$ cat src/design/afk_pkg.sv
// ----------------------------------------------------------------------------
// afk_pkg
// Shared constants, atan table and helpers for the arm kinematics pipeline.
// ----------------------------------------------------------------------------
package afk_pkg;

  localparam int ANGLE_FRAC_BITS_DEF = 13;
  localparam int CORDIC_STAGES_DEF   = 16;
  localparam int ATAN_ENTRIES        = 24;

  localparam logic signed [35:0] Q30_PI      = 36'sd3373259426;
  localparam logic signed [35:0] Q30_HALF_PI = 36'sd1686629713;
  localparam logic signed [35:0] Q30_TWO_PI  = 36'sd6746518852;
  localparam logic signed [33:0] CORDIC_GAIN = 34'sd652032874;
  localparam logic [16:0]        TOOL_OFFSET = 17'd4260;

  localparam logic [1:0] REG_UPPER = 2'd0;
  localparam logic [1:0] REG_FORE  = 2'd1;
  localparam logic [1:0] REG_WRIST = 2'd2;

  function automatic logic signed [31:0] atan_q30(input int i);
    case (i)
      0: return 32'sd843314856;   1: return 32'sd497837829;
      2: return 32'sd263043836;   3: return 32'sd133525158;
      4: return 32'sd67021686;    5: return 32'sd33543515;
      6: return 32'sd16775850;    7: return 32'sd8388437;
      8: return 32'sd4194282;     9: return 32'sd2097149;
      10: return 32'sd1048575;    11: return 32'sd524287;
      12: return 32'sd262143;     13: return 32'sd131071;
      14: return 32'sd65535;      15: return 32'sd32767;
      16: return 32'sd16383;      17: return 32'sd8191;
      18: return 32'sd4095;       19: return 32'sd2047;
      20: return 32'sd1023;       21: return 32'sd511;
      22: return 32'sd255;        23: return 32'sd127;
      default: return 32'sd0;
    endcase
  endfunction

endpackage

$ cat src/design/afk_sincos.sv
// ----------------------------------------------------------------------------
// afk_sincos
// Pipelined sine/cosine: range reduction, fold, one CORDIC stage per register.
// The pipeline advances only when en is high.
// ----------------------------------------------------------------------------
module afk_sincos
  import afk_pkg::*;
#(
  parameter int CORDIC_STAGES   = CORDIC_STAGES_DEF
) (
  input  logic               clk,
  input  logic               en,
  input  logic signed [17:0] angle,
  output logic signed [33:0] sin_q30,
  output logic signed [33:0] cos_q30
);

  localparam int SH = 30 - ANGLE_FRAC_BITS_DEF;
  localparam int N  = (CORDIC_STAGES < ATAN_ENTRIES) ? CORDIC_STAGES : ATAN_ENTRIES;

  // wrap to (-pi, pi]; |a| < 3.9*pi at most so two steps suffice
  logic signed [37:0] a_full, a_w1, a_w2;
  logic signed [35:0] a_red;
  logic signed [35:0] red_q;

  always_comb begin
    a_full = 38'(angle) <<< SH;
    if (a_full > 38'(Q30_PI)) a_w1 = a_full - 38'(Q30_TWO_PI);
    else if (a_full <= -38'(Q30_PI)) a_w1 = a_full + 38'(Q30_TWO_PI);
    else a_w1 = a_full;
    if (a_w1 > 38'(Q30_PI)) a_w2 = a_w1 - 38'(Q30_TWO_PI);
    else if (a_w1 <= -38'(Q30_PI)) a_w2 = a_w1 + 38'(Q30_TWO_PI);
    else a_w2 = a_w1;
    a_red = 36'(a_w2);
  end

  always_ff @(posedge clk) begin
    if (en) red_q <= a_red;
  end

  logic signed [33:0] zs [0:N];
  logic signed [33:0] xs [0:N];
  logic signed [33:0] ys [0:N];
  logic               fl [0:N];

  always_ff @(posedge clk) begin
    if (en) begin
      xs[0] <= CORDIC_GAIN;
      ys[0] <= '0;
      if (red_q > Q30_HALF_PI) begin
        zs[0] <= 34'(Q30_PI - red_q);
        fl[0] <= 1'b1;
      end else if (red_q < -Q30_HALF_PI) begin
        zs[0] <= 34'(-Q30_PI - red_q);
        fl[0] <= 1'b1;
      end else begin
        zs[0] <= 34'(red_q);
        fl[0] <= 1'b0;
      end
    end
  end

  for (genvar i = 0; i < N; i++) begin : g_stage
    always_ff @(posedge clk) begin
      if (en) begin
        fl[i+1] <= fl[i];
        if (zs[i] >= 0) begin
          xs[i+1] <= xs[i] - (ys[i] >>> i);
          ys[i+1] <= ys[i] + (xs[i] >>> i);
          zs[i+1] <= zs[i] - 34'(atan_q30(i));
        end else begin
          xs[i+1] <= xs[i] + (ys[i] >>> i);
          ys[i+1] <= ys[i] - (xs[i] >>> i);
          zs[i+1] <= zs[i] + 34'(atan_q30(i));
        end
      end
    end
  end

  assign sin_q30 = ys[N];
  assign cos_q30 = fl[N] ? -xs[N] : xs[N];

endmodule

$ cat config.mk
export PLATFORM = sky130hd
export DESIGN_NAME = afk_sincos
export DESIGN_NICKNAME = d
export VERILOG_FILES = /design/src/design/afk_pkg.sv /design/src/design/afk_sincos.sv
export SDC_FILE = /design/constraint.sdc
export NUM_CORES = 2
export LEC_CHECK = 0
export ABC_AREA = 0
export BUFFER_PORTS_ARGS = -buffer_cell sky130_fd_sc_hd__buf_2
export CAP_MARGIN = 0
export CORE_ASPECT_RATIO = 0.6
export CORE_MARGIN = 2
export CORE_UTILIZATION = 30
export CTS_CLUSTER_DIAMETER = 100
export DETAILED_ROUTE_END_ITERATION = 7
export PLACE_DENSITY = 0.43
export SLEW_MARGIN = 5
export SYNTH_ARGS = -nofsm -noshare
export SYNTH_HDL_FRONTEND = slang
export SYNTH_SLANG_ARGS = --single-unit
$ cat constraint.sdc
create_clock -name clk -period 20.9 [get_ports clk]
set_input_delay 4.18 -clock clk [delete_from_list [all_inputs] [get_ports clk]]
set_output_delay 4.18 -clock clk [all_outputs]
set_load 0.05 [all_outputs]
==> qor.yml <==
grt_max_degree: 160
slowest_delay_ns: 1.04
synth_top_family_by_area: "compound AO/OA/AOI/OAI gates"
relSlewSlack_pct: 6.76
place_congestion: 0.870
ant_nets: 0
r2r_cells: 18
synthXorXnorAreaFrac_pct: 13.1
finalSetupViolations: 0
netlist_instances: 13542
cp_slowest_cell: "a2111oi_0"
start_util_pct: 30.1
cp-end-kind: "flop"
reg2reg_from: "xs[8][9]$_DFFE_PP_"
tightest_slew_ns: 1.36
cp-start-kind: "input port"
synth-compound-area-share_pct: 20.0
synth_fa_ha_area_share_pct: 14.8
ys_seq_elements: 1532
ctsHtreeMaxLevel: 4
timing.rr.end: "ys[9][33]$_DFFE_PP_"
cts-resized-gates: 0
die_area_mm2: 0.438
synth-main-ff-cell: "edfxtp_1"
area_growth_pct: 10.6
drtIter0Drc: 10094
boundaryPins: 88
nNetsFinal: 15232
via_per_inst: 5.26
synth_warnings: 0
netlist_area_mm2: 0.130
final_common_cell: "edfxtp_1"
drv_slew: 0
vias: 103262
hold_depth: 0
crit_chain: "buf_12 -> buf_4 -> buf_4 -> nand2_1 -> buf_4 -> inv_2 -> buf_4 -> a21oi_1 -> xor2_1 -> ha_1 -> a211oi_1 -> nand2_1 -> a2111oi_0 -> o41ai_1 -> and3_1 -> a21oi_1 -> a31oi_1 -> o41ai_1 -> o2111ai_1 -> a21oi_1 -> xnor2_1"
numClockSinks: 1532
crit_buf_inv: 6
tns_ns: 0
path_max_fanout: 79
hold_buffers: 0
cap_violations: 0
synth_area_leaders: "edfxtp_1 35%, ha_1 14%, xnor2_1 8.8%"
clk_pin_slew_worst_paths_ns: 0.06
grt_remaining_overflow: 0
hp-class: "flop to flop"
die_h_um: 513
port_buffers: 87
grt_pass1_vias: 93967
synth_top_area_share_pct: 35.5
dp_hpwl_um: 330000
cts_buffer_depth: 4
required_ns: 21.52
drive_gt1_share_pct: 4.65
avgSynthCellArea_um2: 9.58
synth_edf_count: 1532
whs_endpoint: "fl[6]$_DFFE_PP_"
grt_pass1_wl_um: 618000
timing.critical_path.mode_cell: "buf_4"
wl_um: 410000
critPathArrivalTime_ns: 11.44
clock_latency_ns: 0.90
crit_type: "input port to flop"
die_w_um: 853
min_from: "fl[5]$_DFFE_PP_"
root_buffer: "clkbuf_16"
synth-simple-area-share_pct: 13.4
syn_nets: 15069
final_cell_mix: "1532 x edfxtp_1, 1463 x ha_1, 1365 x a21oi_1, 1297 x xnor2_1, 1086 x nor2_1"
fin_worst_skew_ns: 0.0607
final_hold_viol_count: 0
period_share_pct: 51.8
critical_path.top_delay_family: "compound AO/OA/AOI/OAI gates"
synthArstFlopShare_pct: 0
avgRoutedWirePerCell_um: 20.9
max_freq_mhz: 92.4
yosysSeqAreaShare_pct: 35.5
drcViolationCount: 0
cts_tree: "built"
dr.pass1.iters: 5
synth.area.mux_share_pct: 0.908
cts_setup_buffers: 0
status: "finished, final reports clean"
period_needed_ns: 10.82
synth_area_leader_cell: "edfxtp_1"
cts_buffers: 189
synth.distinct_cells: 111
rsz0062_at_grt: "false"
antenna_found_initial: 15
rows: 187
regToRegSetupSlack_ns: 13.99
coreArea_mm2: 0.431
grt_util_all_layers_pct: 18.2
[per-layer routing]
metal	share of wire, %	wire length (µm)	global-route usage [%]	up-vias
li1	-	-	-	50730
met1	61	249000	34.1	49165
met2	29	118000	18.4	3101
met3	9.4	38500	4.73	266
met4	1.1	4530	2.21	0
met5	0	0	0	-
[cell families after synthesis]
logic type	after synthesis
AO/OA/AOI/OAI	4072
AND/OR/NAND/NOR	3590
XOR/XNOR	1935
flip-flops	1532
adder cells (fa/ha/maj)	1507
buffers and inverters	793
multiplexers	113
[metrics by stage]
stage | hold WS, ns | instance area (µm²) | setup WS [ns] | cells | util, %
2_1_floorplan | 0.400 | 130000 | 11.49 | 13542 | -
3_3_place_gp | 0.405 | 137000 | 9.20 | 19278 | 31.8
3_5_place_dp | 0.407 | 137000 | 9.27 | 19278 | 31.8
4_1_cts | 0.421 | 143000 | 10.24 | 19616 | 33.2
5_1_grt | 0.426 | 143000 | 9.55 | 19617 | 33.2
6_report | 0.416 | 143000 | 10.08 | 19620 | 33.2
[registers in the layout, summed over array words and instances, names as in the netlist]
signal	flops
fl	16
red_q	25
xs	484
ys	511
zs	496
[cells in the mapped netlist (all sizes together) (53+ instances only)]
cell    number
a211oi     119
a21boi      61
a21o       593
a21oi     1367
a31oi      124
and2        81
and3       142
clkbuf     164
edfxtp    1532
ha        1463
inv        575
mux2i       75
nand2      781
nand2b     262
nand3      246
nand4       85
nor2      1086
nor2b      174
nor3       328
nor4        93
o211ai      77
o21a       201
o21ai      741
o21bai     151
o31ai      144
o41ai       53
or2         54
or3        111
xnor2     1299
xor2       636
[worst reg2reg max path, delay by kind of cell (launching register included)]
| kind | cells | cell delay (ns) |
|---|---|---|
| buf+inv | 1 | 0.10 |
| flops | 1 | 0.48 |
| fa+ha+maj | 2 | 0.54 |
| xor+xnor | 1 | 0.44 |
| mux | 1 | 0.17 |
| compound gates | 8 | 2.51 |
| simple gates | 5 | 2.42 |
[final cells by class]
class,instances,area [µm²]
Clock buffer,224,4950
Inverter,580,2180
Multi-Input combinational cell,11217,80700
Sequential cell,1532,46000
Clock inverter,114,1110
Timing Repair Buffer,185,1250
Antenna cell,4,10.0
Tap cell,5764,7210
Fill cell,44619,288000
[worst max-delay path by stage]
stage	endpoint	slack, ns	start	cells after the start
2_1_floorplan	ys[10][32]$_DFFE_PP_	11.49	en	19
3_3_place_gp	xs[11][32]$_DFFE_PP_	9.20	en	21
3_5_place_dp	xs[11][32]$_DFFE_PP_	9.27	en	21
4_1_cts	xs[11][32]$_DFFE_PP_	10.24	en	21
5_1_grt	xs[11][32]$_DFFE_PP_	9.55	en	21
6_report	xs[11][32]$_DFFE_PP_	10.08	en	21
Power is not shown: default switching activity piles up to over one toggle a cycle in this logic, so the estimate is an artifact.
